[src/hw/rtl/bsc_pkg.sv]
// ----------------------------------------------------------------------------
// Banker's safety check package
// Shared field widths, command and register codes, and the queue word that
// the front end hands to the engine.
// ----------------------------------------------------------------------------
`default_nettype none

package bsc_pkg;

   // Default sizing of the tables
   localparam int DEF_MAX_PROCESSES = 8;
   localparam int DEF_MAX_RESOURCES = 4;
   localparam int DEF_COUNT_BITS    = 8;

   // Port field widths
   localparam int CMD_W       = 2;
   localparam int PIDX_IN_W   = 3;
   localparam int RIDX_IN_W   = 2;
   localparam int AMOUNT_W    = 8;
   localparam int PID_OUT_W   = 3;
   localparam int PCOUNT_W    = 4;
   localparam int RCOUNT_W    = 3;
   localparam int CSR_INDEX_W = 1;
   localparam int CSR_DATA_W  = 4;

   // Depth of the command queue between front end and engine (power of two)
   localparam int QUEUE_DEPTH = 2;

   // Command codes on the request channel
   localparam logic [CMD_W-1:0] CMD_LOAD_ROW   = 2'd0;
   localparam logic [CMD_W-1:0] CMD_LOAD_AVAIL = 2'd1;
   localparam logic [CMD_W-1:0] CMD_CHECK      = 2'd2;

   // Register indexes on the csr port
   localparam logic [CSR_INDEX_W-1:0] CSR_PROCESS_COUNT  = 1'd0;
   localparam logic [CSR_INDEX_W-1:0] CSR_RESOURCE_COUNT = 1'd1;

   // Register reset values
   localparam logic [PCOUNT_W-1:0] PROCESS_COUNT_RESET  = 4'd5;
   localparam logic [RCOUNT_W-1:0] RESOURCE_COUNT_RESET = 3'd3;

   // Decoded operation kinds
   typedef enum logic [1:0] {
      OP_LOAD_ROW,
      OP_LOAD_AVAIL,
      OP_CHECK
   } op_kind_type;

   // One queued operation
   typedef struct packed {
      op_kind_type           kind;
      logic [PIDX_IN_W-1:0]  process_index;
      logic [RIDX_IN_W-1:0]  resource_index;
      logic [AMOUNT_W-1:0]   allocated;
      logic [AMOUNT_W-1:0]   maximum;
      logic [AMOUNT_W-1:0]   available_amount;
   } op_type;

   // Engine sequencer states
   typedef enum logic [1:0] {
      ST_IDLE,
      ST_SCAN,
      ST_EMIT
   } engine_state_type;

endpackage

`default_nettype wire

[src/hw/rtl/bankers_safety_check.sv]
// ----------------------------------------------------------------------------
// Banker's safety check
// Deadlock-avoidance safety check over loaded allocation, maximum and
// available tables.
// ----------------------------------------------------------------------------
// Usage:
//   req_* words carry a command: load one allocation/maximum entry, load one
//   available amount, or run a check. Loads give no response. A check gives
//   process_count (clamped to 1..MAX_PROCESSES) rsp_* words (safe order,
//   is_safe high, last on the final one) or one word with is_safe low, last high.
//   csr_write sets process_count (index 0) or resource_count (index 1);
//   write them only while no check is in flight.
//   Flow: a word waits in a two-entry queue; the engine takes the queue
//   head while idle and retires a load without a response. A check first
//   copies the available vector into the pool, then scans one process per
//   cycle, pass by pass, until every process has finished or the last pass
//   ends, then emits its result words as rsp_ready allows; the scan rate
//   is set by the single table read port and the pool update loop.
//   Reset clears the queue, the result valid flag and the scan state and sets
//   process_count to 5 and resource_count to 3; tables are undefined until
//   loaded. No clearing pass follows reset.
//   A stalled rsp_ready holds the result register and the check in place;
//   req_ready drops only when the queue is full.
// ----------------------------------------------------------------------------
`default_nettype none

module bankers_safety_check #(
   parameter int MAX_PROCESSES = bsc_pkg::DEF_MAX_PROCESSES,
   parameter int MAX_RESOURCES = bsc_pkg::DEF_MAX_RESOURCES,
   parameter int COUNT_BITS    = bsc_pkg::DEF_COUNT_BITS
) (
   input  logic                            clock,
   input  logic                            reset,
   input  logic                            req_valid,
   output logic                            req_ready,
   input  logic [bsc_pkg::CMD_W-1:0]       req_command,
   input  logic [bsc_pkg::PIDX_IN_W-1:0]   req_process_index,
   input  logic [bsc_pkg::RIDX_IN_W-1:0]   req_resource_index,
   input  logic [bsc_pkg::AMOUNT_W-1:0]    req_allocated,
   input  logic [bsc_pkg::AMOUNT_W-1:0]    req_maximum,
   input  logic [bsc_pkg::AMOUNT_W-1:0]    req_available_amount,
   input  logic                            csr_write,
   input  logic [bsc_pkg::CSR_INDEX_W-1:0] csr_index,
   input  logic [bsc_pkg::CSR_DATA_W-1:0]  csr_data,
   output logic                            rsp_valid,
   input  logic                            rsp_ready,
   output logic [bsc_pkg::PID_OUT_W-1:0]   rsp_process_id,
   output logic                            rsp_is_safe,
   output logic                            rsp_last
);

   import bsc_pkg::*;

   logic [PCOUNT_W-1:0] process_count_ff;
   logic [RCOUNT_W-1:0] resource_count_ff;
   logic                op_valid;
   op_type              op;
   logic                op_pop;

   // Configuration registers
   always_ff @(posedge clock) begin
      if (reset) begin
         process_count_ff  <= PROCESS_COUNT_RESET;
         resource_count_ff <= RESOURCE_COUNT_RESET;
      end else if (csr_write) begin
         unique case (csr_index)
            CSR_PROCESS_COUNT: begin
               process_count_ff <= csr_data[PCOUNT_W-1:0];
            end
            CSR_RESOURCE_COUNT: begin
               resource_count_ff <= csr_data[RCOUNT_W-1:0];
            end
            default: begin
               process_count_ff <= process_count_ff;
            end
         endcase
      end
   end

   bsc_front #(
      .MAX_PROCESSES (MAX_PROCESSES),
      .MAX_RESOURCES (MAX_RESOURCES)
   ) u_front (
      .clock                (clock),
      .reset                (reset),
      .req_valid            (req_valid),
      .req_ready            (req_ready),
      .req_command          (req_command),
      .req_process_index    (req_process_index),
      .req_resource_index   (req_resource_index),
      .req_allocated        (req_allocated),
      .req_maximum          (req_maximum),
      .req_available_amount (req_available_amount),
      .op_valid             (op_valid),
      .op                   (op),
      .op_pop               (op_pop)
   );

   bsc_engine #(
      .MAX_PROCESSES (MAX_PROCESSES),
      .MAX_RESOURCES (MAX_RESOURCES),
      .COUNT_BITS    (COUNT_BITS)
   ) u_engine (
      .clock          (clock),
      .reset          (reset),
      .process_count  (process_count_ff),
      .resource_count (resource_count_ff),
      .op_valid       (op_valid),
      .op             (op),
      .op_pop         (op_pop),
      .rsp_valid      (rsp_valid),
      .rsp_ready      (rsp_ready),
      .rsp_process_id (rsp_process_id),
      .rsp_is_safe    (rsp_is_safe),
      .rsp_last       (rsp_last)
   );

endmodule

`default_nettype wire

[src/hw/rtl/bsc_ram.sv]
// ----------------------------------------------------------------------------
// Generic single-port-write RAM
// One write port and one read port, read data registered.
// ----------------------------------------------------------------------------
`default_nettype none

module bsc_ram #(
   parameter int WIDTH = 16,
   parameter int DEPTH = 8
) (
   input  logic                     clock,
   input  logic                     wr_en,
   input  logic [$clog2(DEPTH)-1:0] wr_addr,
   input  logic [WIDTH-1:0]         wr_data,
   input  logic [$clog2(DEPTH)-1:0] rd_addr,
   output logic [WIDTH-1:0]         rd_data
);

   logic [WIDTH-1:0] mem_ff [DEPTH];
   logic [WIDTH-1:0] rd_data_ff;

   // Write and registered read
   always_ff @(posedge clock) begin
      if (wr_en) begin
         mem_ff[wr_addr] <= wr_data;
      end
      rd_data_ff <= mem_ff[rd_addr];
   end

   assign rd_data = rd_data_ff;

endmodule

`default_nettype wire

[src/hw/rtl/bsc_front.sv]
// ----------------------------------------------------------------------------
// Banker's safety check front end
// Accepts request words, drops unused commands and out-of-range loads, and
// queues the rest for the engine.
// ----------------------------------------------------------------------------
`default_nettype none

module bsc_front #(
   parameter int MAX_PROCESSES = bsc_pkg::DEF_MAX_PROCESSES,
   parameter int MAX_RESOURCES = bsc_pkg::DEF_MAX_RESOURCES
) (
   input  logic                           clock,
   input  logic                           reset,
   input  logic                           req_valid,
   output logic                           req_ready,
   input  logic [bsc_pkg::CMD_W-1:0]      req_command,
   input  logic [bsc_pkg::PIDX_IN_W-1:0]  req_process_index,
   input  logic [bsc_pkg::RIDX_IN_W-1:0]  req_resource_index,
   input  logic [bsc_pkg::AMOUNT_W-1:0]   req_allocated,
   input  logic [bsc_pkg::AMOUNT_W-1:0]   req_maximum,
   input  logic [bsc_pkg::AMOUNT_W-1:0]   req_available_amount,
   output logic                           op_valid,
   output bsc_pkg::op_type                op,
   input  logic                           op_pop
);

   import bsc_pkg::*;

   localparam int QPTR_W = $clog2(QUEUE_DEPTH);
   localparam int QCNT_W = $clog2(QUEUE_DEPTH + 1);

   op_type              word;
   logic                keep;
   logic                push;
   op_type              queue_ff [QUEUE_DEPTH];
   logic [QPTR_W-1:0]   wr_ptr_ff;
   logic [QPTR_W-1:0]   wr_ptr_in;
   logic [QPTR_W-1:0]   rd_ptr_ff;
   logic [QPTR_W-1:0]   rd_ptr_in;
   logic [QCNT_W-1:0]   count_ff;
   logic [QCNT_W-1:0]   count_in;

   // Classify the incoming word; drop what has no effect
   always_comb begin
      word.kind             = OP_CHECK;
      word.process_index    = req_process_index;
      word.resource_index   = req_resource_index;
      word.allocated        = req_allocated;
      word.maximum          = req_maximum;
      word.available_amount = req_available_amount;
      keep                  = 1'b0;
      unique case (req_command)
         CMD_LOAD_ROW: begin
            word.kind = OP_LOAD_ROW;
            keep      = (int'(req_process_index) < MAX_PROCESSES) &&
                        (int'(req_resource_index) < MAX_RESOURCES);
         end
         CMD_LOAD_AVAIL: begin
            word.kind = OP_LOAD_AVAIL;
            keep      = int'(req_resource_index) < MAX_RESOURCES;
         end
         CMD_CHECK: begin
            word.kind = OP_CHECK;
            keep      = 1'b1;
         end
         default: begin
            keep = 1'b0;
         end
      endcase
   end

   assign req_ready = (count_ff != QCNT_W'(QUEUE_DEPTH));
   assign push      = req_valid && req_ready && keep;

   // Advance pointers and occupancy
   always_comb begin
      wr_ptr_in = push   ? wr_ptr_ff + QPTR_W'(1) : wr_ptr_ff;
      rd_ptr_in = op_pop ? rd_ptr_ff + QPTR_W'(1) : rd_ptr_ff;
      count_in  = count_ff;
      if (push && !op_pop) begin
         count_in = count_ff + QCNT_W'(1);
      end else if (!push && op_pop) begin
         count_in = count_ff - QCNT_W'(1);
      end
   end

   always_ff @(posedge clock) begin
      if (reset) begin
         wr_ptr_ff <= '0;
         rd_ptr_ff <= '0;
         count_ff  <= '0;
      end else begin
         wr_ptr_ff <= wr_ptr_in;
         rd_ptr_ff <= rd_ptr_in;
         count_ff  <= count_in;
      end
   end

   // Hold queued words
   always_ff @(posedge clock) begin
      if (push) begin
         queue_ff[wr_ptr_ff] <= word;
      end
   end

   assign op_valid = (count_ff != '0);
   assign op       = queue_ff[rd_ptr_ff];

endmodule

`default_nettype wire

[src/hw/rtl/bsc_engine.sv]
// ----------------------------------------------------------------------------
// Banker's safety check engine
// Holds the allocation and maximum tables and the available vector, runs
// the pass-by-pass safety scan one process per cycle, and drives the result
// register.
// ----------------------------------------------------------------------------
`default_nettype none

module bsc_engine #(
   parameter int MAX_PROCESSES = bsc_pkg::DEF_MAX_PROCESSES,
   parameter int MAX_RESOURCES = bsc_pkg::DEF_MAX_RESOURCES,
   parameter int COUNT_BITS    = bsc_pkg::DEF_COUNT_BITS
) (
   input  logic                           clock,
   input  logic                           reset,
   input  logic [bsc_pkg::PCOUNT_W-1:0]   process_count,
   input  logic [bsc_pkg::RCOUNT_W-1:0]   resource_count,
   input  logic                           op_valid,
   input  bsc_pkg::op_type                op,
   output logic                           op_pop,
   output logic                           rsp_valid,
   input  logic                           rsp_ready,
   output logic [bsc_pkg::PID_OUT_W-1:0]  rsp_process_id,
   output logic                           rsp_is_safe,
   output logic                           rsp_last
);

   import bsc_pkg::*;

   localparam int PIDX_W = $clog2(MAX_PROCESSES);
   localparam int PCNT_W = $clog2(MAX_PROCESSES + 1);
   localparam int RCNT_W = $clog2(MAX_RESOURCES + 1);
   localparam int POOL_W = COUNT_BITS + PCNT_W;
   localparam int ROW_W  = 2 * COUNT_BITS;

   engine_state_type      state_ff;
   engine_state_type      state_in;

   logic [PCNT_W-1:0]     np;
   logic [RCNT_W-1:0]     nr;
   logic [PIDX_W-1:0]     np_last_idx;

   logic [PIDX_W-1:0]     p_ff;
   logic [PIDX_W-1:0]     p_next;
   logic [PIDX_W-1:0]     pass_ff;
   logic [PCNT_W-1:0]     done_ff;
   logic [POOL_W-1:0]     pool_ff [MAX_RESOURCES];
   logic [MAX_PROCESSES-1:0] fin_ff;
   logic [PIDX_W-1:0]     seq_ff  [MAX_PROCESSES];
   logic [COUNT_BITS-1:0] avail_ff [MAX_RESOURCES];

   logic                  rsp_valid_ff;
   logic [PID_OUT_W-1:0]  rsp_pid_ff;
   logic                  rsp_safe_ff;
   logic                  rsp_last_ff;

   logic                  check_start;
   logic                  load_row_go;
   logic                  load_avail_go;
   logic                  rsp_load;
   logic [PIDX_W-1:0]     rd_row;
   logic [PIDX_W-1:0]     wr_row;
   logic [ROW_W-1:0]      wr_data;
   logic [MAX_RESOURCES-1:0] col_wr;
   logic [ROW_W-1:0]      col_rd  [MAX_RESOURCES];

   logic [COUNT_BITS-1:0] need    [MAX_RESOURCES];
   logic [POOL_W-1:0]     pool_sum [MAX_RESOURCES];
   logic [MAX_RESOURCES-1:0] col_fits;
   logic                  fits;
   logic                  scan_all_done;
   logic                  scan_last;
   logic                  scan_end;
   logic                  safe;
   logic                  out_free;
   logic                  emit_end;

   // Clamp the counts to between one and the table sizes
   always_comb begin
      if (process_count == '0) begin
         np = PCNT_W'(1);
      end else if (int'(process_count) > MAX_PROCESSES) begin
         np = PCNT_W'(MAX_PROCESSES);
      end else begin
         np = PCNT_W'(process_count);
      end
      if (resource_count == '0) begin
         nr = RCNT_W'(1);
      end else if (int'(resource_count) > MAX_RESOURCES) begin
         nr = RCNT_W'(MAX_RESOURCES);
      end else begin
         nr = RCNT_W'(resource_count);
      end
   end

   assign np_last_idx = PIDX_W'(np - PCNT_W'(1));
   assign p_next      = (p_ff == np_last_idx) ? '0 : p_ff + PIDX_W'(1);

   // One table column per resource: allocation in the upper half
   assign wr_row  = PIDX_W'(op.process_index);
   assign wr_data = {COUNT_BITS'(op.allocated), COUNT_BITS'(op.maximum)};

   for (genvar g = 0; g < MAX_RESOURCES; g++) begin : g_col
      assign col_wr[g] = load_row_go && (int'(op.resource_index) == g);

      bsc_ram #(
         .WIDTH (ROW_W),
         .DEPTH (MAX_PROCESSES)
      ) u_ram (
         .clock   (clock),
         .wr_en   (col_wr[g]),
         .wr_addr (wr_row),
         .wr_data (wr_data),
         .rd_addr (rd_row),
         .rd_data (col_rd[g])
      );
   end

   // Compare each column's need against the pool, in parallel
   always_comb begin
      for (int r = 0; r < MAX_RESOURCES; r++) begin
         need[r] = (col_rd[r][COUNT_BITS-1:0] > col_rd[r][ROW_W-1:COUNT_BITS]) ?
                   col_rd[r][COUNT_BITS-1:0] - col_rd[r][ROW_W-1:COUNT_BITS] : '0;
         pool_sum[r] = pool_ff[r] + POOL_W'(col_rd[r][ROW_W-1:COUNT_BITS]);
         col_fits[r] = (r >= int'(nr)) || (POOL_W'(need[r]) <= pool_ff[r]);
      end
   end

   assign fits          = !fin_ff[p_ff] && (&col_fits);
   assign scan_all_done = fits && ((done_ff + PCNT_W'(1)) == np);
   assign scan_last     = (p_ff == np_last_idx) && (pass_ff == np_last_idx);
   assign scan_end      = scan_all_done || scan_last;
   assign safe          = (done_ff == np);
   assign out_free      = !rsp_valid_ff || rsp_ready;
   assign emit_end      = out_free && (!safe || (p_ff == np_last_idx));

   // Next state
   always_comb begin
      state_in = state_ff;
      unique case (state_ff)
         ST_IDLE: begin
            if (op_valid && (op.kind == OP_CHECK)) begin
               state_in = ST_SCAN;
            end
         end
         ST_SCAN: begin
            if (scan_end) begin
               state_in = ST_EMIT;
            end
         end
         ST_EMIT: begin
            if (emit_end) begin
               state_in = ST_IDLE;
            end
         end
         default: begin
            state_in = ST_IDLE;
         end
      endcase
   end

   // Sequencer outputs
   always_comb begin
      check_start   = 1'b0;
      load_row_go   = 1'b0;
      load_avail_go = 1'b0;
      op_pop        = 1'b0;
      rsp_load      = 1'b0;
      rd_row        = '0;
      unique case (state_ff)
         ST_IDLE: begin
            if (op_valid) begin
               unique case (op.kind)
                  OP_LOAD_ROW: begin
                     load_row_go = 1'b1;
                     op_pop      = 1'b1;
                  end
                  OP_LOAD_AVAIL: begin
                     load_avail_go = 1'b1;
                     op_pop        = 1'b1;
                  end
                  OP_CHECK: begin
                     check_start = 1'b1;
                  end
                  default: begin
                     op_pop = 1'b1;
                  end
               endcase
            end
         end
         ST_SCAN: begin
            rd_row = p_next;
         end
         ST_EMIT: begin
            rsp_load = out_free;
            op_pop   = emit_end;
         end
         default: begin
            rd_row = '0;
         end
      endcase
   end

   // Control state: scan position, pool, finished flags, result valid
   always_ff @(posedge clock) begin
      if (reset) begin
         state_ff     <= ST_IDLE;
         p_ff         <= '0;
         pass_ff      <= '0;
         done_ff      <= '0;
         fin_ff       <= '0;
         rsp_valid_ff <= 1'b0;
         for (int r = 0; r < MAX_RESOURCES; r++) begin
            pool_ff[r] <= '0;
         end
      end else begin
         state_ff <= state_in;
         if (check_start) begin
            p_ff    <= '0;
            pass_ff <= '0;
            done_ff <= '0;
            fin_ff  <= '0;
            for (int r = 0; r < MAX_RESOURCES; r++) begin
               pool_ff[r] <= POOL_W'(avail_ff[r]);
            end
         end else if (state_ff == ST_SCAN) begin
            if (fits) begin
               fin_ff[p_ff] <= 1'b1;
               done_ff      <= done_ff + PCNT_W'(1);
               for (int r = 0; r < MAX_RESOURCES; r++) begin
                  if (r < int'(nr)) begin
                     pool_ff[r] <= pool_sum[r];
                  end
               end
            end
            if (scan_end) begin
               p_ff <= '0;
            end else if (p_ff == np_last_idx) begin
               p_ff    <= '0;
               pass_ff <= pass_ff + PIDX_W'(1);
            end else begin
               p_ff <= p_ff + PIDX_W'(1);
            end
         end else if ((state_ff == ST_EMIT) && out_free && !emit_end) begin
            p_ff <= p_ff + PIDX_W'(1);
         end

         if (rsp_load) begin
            rsp_valid_ff <= 1'b1;
         end else if (rsp_ready) begin
            rsp_valid_ff <= 1'b0;
         end
      end
   end

   // Payload: available vector, safe sequence, result word
   always_ff @(posedge clock) begin
      if (load_avail_go) begin
         for (int r = 0; r < MAX_RESOURCES; r++) begin
            if (int'(op.resource_index) == r) begin
               avail_ff[r] <= COUNT_BITS'(op.available_amount);
            end
         end
      end
      if ((state_ff == ST_SCAN) && fits) begin
         seq_ff[done_ff[PIDX_W-1:0]] <= p_ff;
      end
      if (rsp_load) begin
         if (safe) begin
            rsp_pid_ff  <= PID_OUT_W'(seq_ff[p_ff]);
            rsp_safe_ff <= 1'b1;
            rsp_last_ff <= (p_ff == np_last_idx);
         end else begin
            rsp_pid_ff  <= '0;
            rsp_safe_ff <= 1'b0;
            rsp_last_ff <= 1'b1;
         end
      end
   end

   assign rsp_valid      = rsp_valid_ff;
   assign rsp_process_id = rsp_pid_ff;
   assign rsp_is_safe    = rsp_safe_ff;
   assign rsp_last       = rsp_last_ff;

endmodule

`default_nettype wire
[config.mk]
export PLATFORM = sky130hd
export DESIGN_NAME = bankers_safety_check
export DESIGN_NICKNAME = d
export VERILOG_FILES = /design/src/hw/rtl/bsc_pkg.sv /design/src/hw/rtl/bankers_safety_check.sv /design/src/hw/rtl/bsc_ram.sv /design/src/hw/rtl/bsc_front.sv /design/src/hw/rtl/bsc_engine.sv
export SDC_FILE = /design/constraint.sdc
export NUM_CORES = 1
export LEC_CHECK = 0
export BUFFER_PORTS_ARGS = -buffer_cell sky130_fd_sc_hd__buf_4
export CAP_MARGIN = 10
export CORE_MARGIN = 2
export CORE_UTILIZATION = 65
export CTS_BUF_LIST = sky130_fd_sc_hd__clkbuf_4
export DETAILED_ROUTE_END_ITERATION = 6
export GPL_TIMING_DRIVEN = 0
export PLACE_DENSITY = 0.83
export SYNTH_ARGS = -nofsm -noshare
export SYNTH_HDL_FRONTEND = slang
export SYNTH_SLANG_ARGS = --single-unit
[constraint.sdc]
create_clock -name clock -period 6.7 [get_ports clock]
set_clock_uncertainty 0.2 [all_clocks]
set_input_delay 1.005 -clock clock [delete_from_list [all_inputs] [get_ports clock]]
set_output_delay 1.005 -clock clock [all_outputs]
set_load 0.02 [all_outputs]
; ---- Yosys cells after proc, flatten, opt, wreduce, memory -nomap -nowiden
; Memories as Yosys holds them, arrays and structs flattened. A register that Yosys moved wholly into a read port is not among the register bits.
; Index checks and enable logic that the tools add are counted.
[op_classes]
mux = 113
bitwise = 11
eq_ne = 17
reduce_logical = 52
order_cmp = 20
n_addsub = 16
[op_table]
columns = op, n
row1 = 12-bit two-way mux, 8
row2 = 1-bit two-way mux, 76
row3 = 8-bit two-way mux, 7
row4 = 12-bit by 8-bit adder with 12-bit output, 4
row5 = 8-bit by 12-bit less-or-equal comparator with 1-bit output, 4
row6 = 8-bit > comparator, 4
row7 = 8-bit subtractor, 4
row8 = 8-bit OR reduction, 3
row9 = 3-bit two-way mux, 7
row10 = 1-bit logical AND, 17
row11 = 2-bit two-way mux, 8
row12 = 2-bit == test (second input constant), 5
row13 = 2-bit by 1-bit == test with 1-bit output (second input constant), 4
row14 = 4-bit == test, 2
row15 = 2-bit zero test, 4
row16 = 4-bit two-way mux, 2
row17 = 1-bit OR, 8
row18 = 8-bit OR, 1
row19 = 2-bit nonzero test, 4
row20 = 1-bit zero test, 7
row21 = 1-bit logical OR, 7
row22 = 3-bit by 1-bit adder with 3-bit output (second input constant), 2
row23 = 3-bit == test, 2
row24 = 1-bit by 3-bit greater-or-equal comparator with 1-bit output (first input constant), 2
row25 = 27 further kinds, 37
[word_totals]
ram_bits = 678
ff_bits = 34
inputBits = 41
n_memories = 8
elab_cells = 250
[mem_list]
columns = memory, words, width, rd, rd_clocked_by_memory_dff, write_ports, line_no
row1 = u_engine.g_col[0].u_ram.mem_ff, 8, 16, 1, 1, 1, bsc_ram.sv:19  ; logic [WIDTH-1:0] mem_ff [DEPTH];
row2 = u_engine.g_col[1].u_ram.mem_ff, 8, 16, 1, 1, 1, bsc_ram.sv:19
row3 = u_engine.g_col[2].u_ram.mem_ff, 8, 16, 1, 1, 1, bsc_ram.sv:19
row4 = u_engine.g_col[3].u_ram.mem_ff, 8, 16, 1, 1, 1, bsc_ram.sv:19
row5 = u_front.queue_ff, 2, 31, 1, 1, 1, bsc_front.sv:35  ; op_type queue_ff [QUEUE_DEPTH];
row6 = u_engine.pool_ff, 4, 12, 4, 0, 4, bsc_engine.sv:47  ; logic [POOL_W-1:0] pool_ff [MAX_RESOURCES];
row7 = +2 memories, --, --, --, --, --, --

; ---- Longest topological paths before layout
[depth]
word_depth = 13
mapped_depth = 24
ltp_nobuf = 20

; ---- Hierarchy
; A second synthesis with hierarchy kept.
[unflattened]
cells_unflattened = 1959
hier_area_um2 = 33084.2
[by_module_without_submodules]
columns = module, instances, seq_area_each_um2, cells_each, area_each_um2
row1 = bsc_ram, 4, 4164.0, 214, 5293.8
row2 = bsc_engine, 1, 3653.5, 950, 9113.7
row3 = bsc_front, 1, 1961.9, 123, 2478.6
row4 = bankers_safety_check, 1, 140.1, 30, 316.6

; ---- Worst setup path after synthesis
; OpenSTA, ideal clock, no wires.
[synth_path]
path_type = register to register
start = reg u_engine.g_col[3].u_ram.rd_data_ff[0], read port of u_engine.g_col[3].u_ram.mem_ff
end = mem u_engine.pool_ff[2][0] in the netlist's numbering, enable pin
stages_incl_launch_ff = 24
n_path_buf = 4
slack_ns = 1.496
setup_time_ns = 0.384
t_arrival_ns = 4.620
t_required_ns = 6.116
path_cell_list = dfxtp_1 inv_1 ha_1 fa_1 nor2b_1 o21ai_0 a21boi_0 o21ai_0 nand2b_1 a211oi_1 or2_2 clkbuf_1 nor2_1 ha_1 nor2b_1 o211ai_1 a21oi_1 o31a_1 or3_1 buf_2 or2_1 buf_2 buf_2 o21ai_0
[synth_rtl]
columns = element, line_no
row1 = start: declaration, bsc_ram.sv:20  ; logic [WIDTH-1:0] rd_data_ff;
row2 = end: declaration, bsc_engine.sv:47

==> results.md <==
* Critical path cell sequence: inv_1, ha_1, fa_1, nor2b_1, o21ai_0, a21boi_0, o21ai_0, nand2b_1, a211oi_1, or2_2, clkbuf_1, nor2_1, ha_1, a211oi_1, nor2_1, o31a_1, or3_1, buf_2, or2_1, buf_2, buf_2, o21ai_0
* CP bufs+invs at 5
* Total core area at 49050 µm²
* Max Clk Rate at 157.9 MHz
* CTS Sinks at 780
* Die ar. at 51590 µm²
* Worst skew pair latency at 1.14 ns
* DRT iter0 DRCs at 3297
* Number of synthesized flops with an enable pin at 679
* Root buffer cell: clkbuf_4
* Max-Cap Viols at 0
* CP Class: register to register
* Hold Path Class: input port to register
* Core Rows at 81
* Nets at 2827
* 1st-pass router iterations at 6
* Synth async-reset ratio at 0%
* Vias per cell at 6.445
* Fin area at 36550 µm²
* Warnings from Yosys at 0
* Clock buffer depth at 3
* Cells taking the most area after synthesis: edfxtp_1 (63%), dfxtp_1 (6.2%), ha_1 (3.9%)
* Max_slew headroom at 16.40%
* Setup Buffers After CTS at 0
* Detailed Place HPWL at 54.03 mm
* # IOs at 48
* Placer Congestion at 0.9204
* Worst-margin pin slew at 1.254 ns
* Syn Area/Cell at 13.53 µm²
* Fin. Hold Viols at 0
* CTS Hold Bufs at 34
* Synthesized flop and latch total at 780
* Mapped Area at 32370 µm²
* GRT Util Overall at 33.52%
* Setup crit start kind: register
* Seq/Total Area, Yosys at 69.24%
* Syn-to-layout area delta at 12.91%
* Leak at 13.60 nW
* Largest delay share family, worst path: compound AO/OA/AOI/OAI gates
* Worst EP arrival at 6.81 ns
* RSZ-0062 raised after global routing: false
* Initial Util at 65.98%
* Slew Viols, Final at 0
* Post-synth top area share at 63.00%
* Pin count of the biggest net entering global routing at 33
* Syn Inst Count at 2393
* Most common flop cell mapped by yosys: edfxtp_1
* Vias in the first global route at 22190
* Share of cells above drive strength 1 at 16.54%
* Detailed Route WL at 85.56 mm
* CP max FO at 10
* Worst EP required at 7.18 ns
* IR drop worst, VDD at 205.0 µV
* Port Buffers at 47
* Endpoints failing setup at 0
* TritonCTS clock tree: yes
* Crit end category: register
* Status: completed
* First-pass GRT wire length at 126.2 mm
* DR vias at 22540
* Top-count cell post-synth: edfxtp_1
* Overflow left after global routing at 0
* Synth unique cells at 66
* Worst path max stage delay at 0.91 ns
* Resized Gates After CTS at 0
* Slowest cell on crit path: o21ai_0
* Power density cells at 345.7 nW/µm²
* Clock-pin slew on the worst setup and hold paths at 0.07 ns
* Post-DRT Antenna Nets at 0
* Mapped Nets at 2543
* DR WL/cell at 24.47 µm
* Number of buffers created by CTS at 184
* Final period utilization at 94.55%
* Die height at 227.1 µm
* Initial antenna violation count at 6
* Die width at 227.1 µm
* Placed cell area at 33760 µm²
* # H-tree levels at 4
* Area leader, netlist: edfxtp_1
* Setup tns final at 0 ns
* Period minus WS final at 6.335 ns
* Top cells by count, synth: edfxtp_1 (679), nand2_1 (334), and3_1 (144)
* # DRC at 0
-- worst reg2reg max path: stages (launching register included) --
cell and delay (ns):
dfxtp_1 0.36, inv_1 0.05, ha_1 0.21, fa_1 0.38
nor2b_1 0.17, o21ai_0 0.14, a21boi_0 0.28, o21ai_0 0.14
nand2b_1 0.13, a211oi_1 0.09, or2_2 0.28, clkbuf_1 0.18
nor2_1 0.14, ha_1 0.25, a211oi_1 0.28, nor2_1 0.09
o31a_1 0.34, or3_1 0.36, buf_2 0.18, or2_1 0.30
buf_2 0.22, buf_2 0.23, o21ai_0 0.91
-- routing by layer --
metal,share of wire (%),global-route usage (%),up-vias
li1,-,-,9763
met1,35,41.40,10780
met2,47,52.95,1654
met3,12,10.52,338
met4,5.2,18.62,4
met5,0.030,0,-
-- power by group --
| part | internal (mW) | switching (mW) | total, mW | leakage [nW] |
|---|---|---|---|---|
| clock network | 1.99 | 2.00 | 3.98 | 1.44 |
| logic | 0.884 | 1.76 | 2.65 | 5.12 |
| registers | 5.84 | 0.165 | 6.00 | 7.04 |
-- layout make-up --
type	instances	area (µm²)
clock buffers	269	2019
well taps	664	830.8
inverters	90	337.8
diodes	4	10.01
plain buffers	117	504.2
multi-input cells	1406	9163
flip-flops and latches	780	22410
fillers	2886	12510
clock inverters	69	414.1
repair buffers	98	854.6
-- metrics by stage --
step / hold WS, ns / setup slack, ns / utilization [%] / total power, mW / instances
floorplan: 0.2286 / 1.496 / - / 7.726 / 2393
global placement: 0.2490 / 0.7084 / 68.40 / 8.470 / 3104
detailed placement: 0.2526 / 0.4968 / 68.83 / 8.604 / 3121
CTS: 0.02004 / 0.4221 / 74.48 / 12.51 / 3493
global route: 0.05140 / 0.008013 / 74.49 / 13.10 / 3494
finish: 0.02992 / 0.3649 / 74.50 / 12.63 / 3497
-- flip-flops by register name, indices dropped and copies added (netlist names), 4 cells and up, named ones only --
name and count:
u_engine.fin_ff 8, u_engine.g_col.u_ram.mem_ff 512, u_engine.g_col.u_ram.rd_data 64, u_engine.pool_ff 48
u_engine.seq_ff 24, process_count_ff 4, u_engine.done_ff 4, u_engine.avail_ff 32
u_front.queue_ff 62
-- cell usage in the layout (no fill, tap or decap), types with 26 or more instances in the layout --
| cell | Yosys | layout |
|---|---|---|
| edfxtp_1 | 679 | 679 |
| nand2_1 | 334 | 334 |
| clkbuf_4 | 0 | 269 |
| and3_1 | 144 | 144 |
| ha_1 | 101 | 101 |
| dfxtp_1 | 101 | 101 |
| nor2_1 | 112 | 95 |
| inv_1 | 88 | 88 |
| o22ai_1 | 71 | 71 |
| o32ai_1 | 68 | 68 |
| clkbuf_1 | 66 | 66 |
| o221ai_1 | 64 | 64 |
| o21ai_0 | 61 | 61 |
| buf_4 | 0 | 57 |
| xnor2_1 | 48 | 48 |
| a21oi_1 | 43 | 43 |
| clkinv_1 | 1 | 42 |
| buf_2 | 40 | 40 |
| nor3_1 | 37 | 37 |
| dlygate4sd3_1 | 0 | 34 |
| nor2b_1 | 32 | 31 |
| nand2b_1 | 30 | 30 |
| mux2_2 | 26 | 26 |
-- kinds of logic (layout without fill, tap and decap cells) --
group | after synthesis | in the layout | synth area share, %
flip-flops | 780 | 780 | 69.24
AND/OR/NAND/NOR | 780 | 780 | 11.47
AO/OA/AOI/OAI | 408 | 408 | 9.061
buffers and inverters | 207 | 643 | 2.602
adder cells (fa/ha/maj) | 109 | 109 | 4.399
XOR/XNOR | 66 | 66 | 1.786
multiplexers | 43 | 43 | 1.434
other | 0 | 4 | 0
-- final timing paths --
path | depth (start not counted) | to | start | slack [ns]
worst max-delay path | 22 | u_engine.pool_ff[2][6] | u_engine.g_col[3].u_ram.rd_data[0] | 0.36
worst min-delay path | 2 | u_front.queue_ff[1][29] | req_command[1] | 0.03
worst max register to register | 22 | u_engine.pool_ff[2][6] | u_engine.g_col[3].u_ram.rd_data[0] | 0.36
worst min register to register | 1 | u_engine.fin_ff[3] | u_engine.fin_ff[3] | 0.27
(Power assumes the default switching activity.)
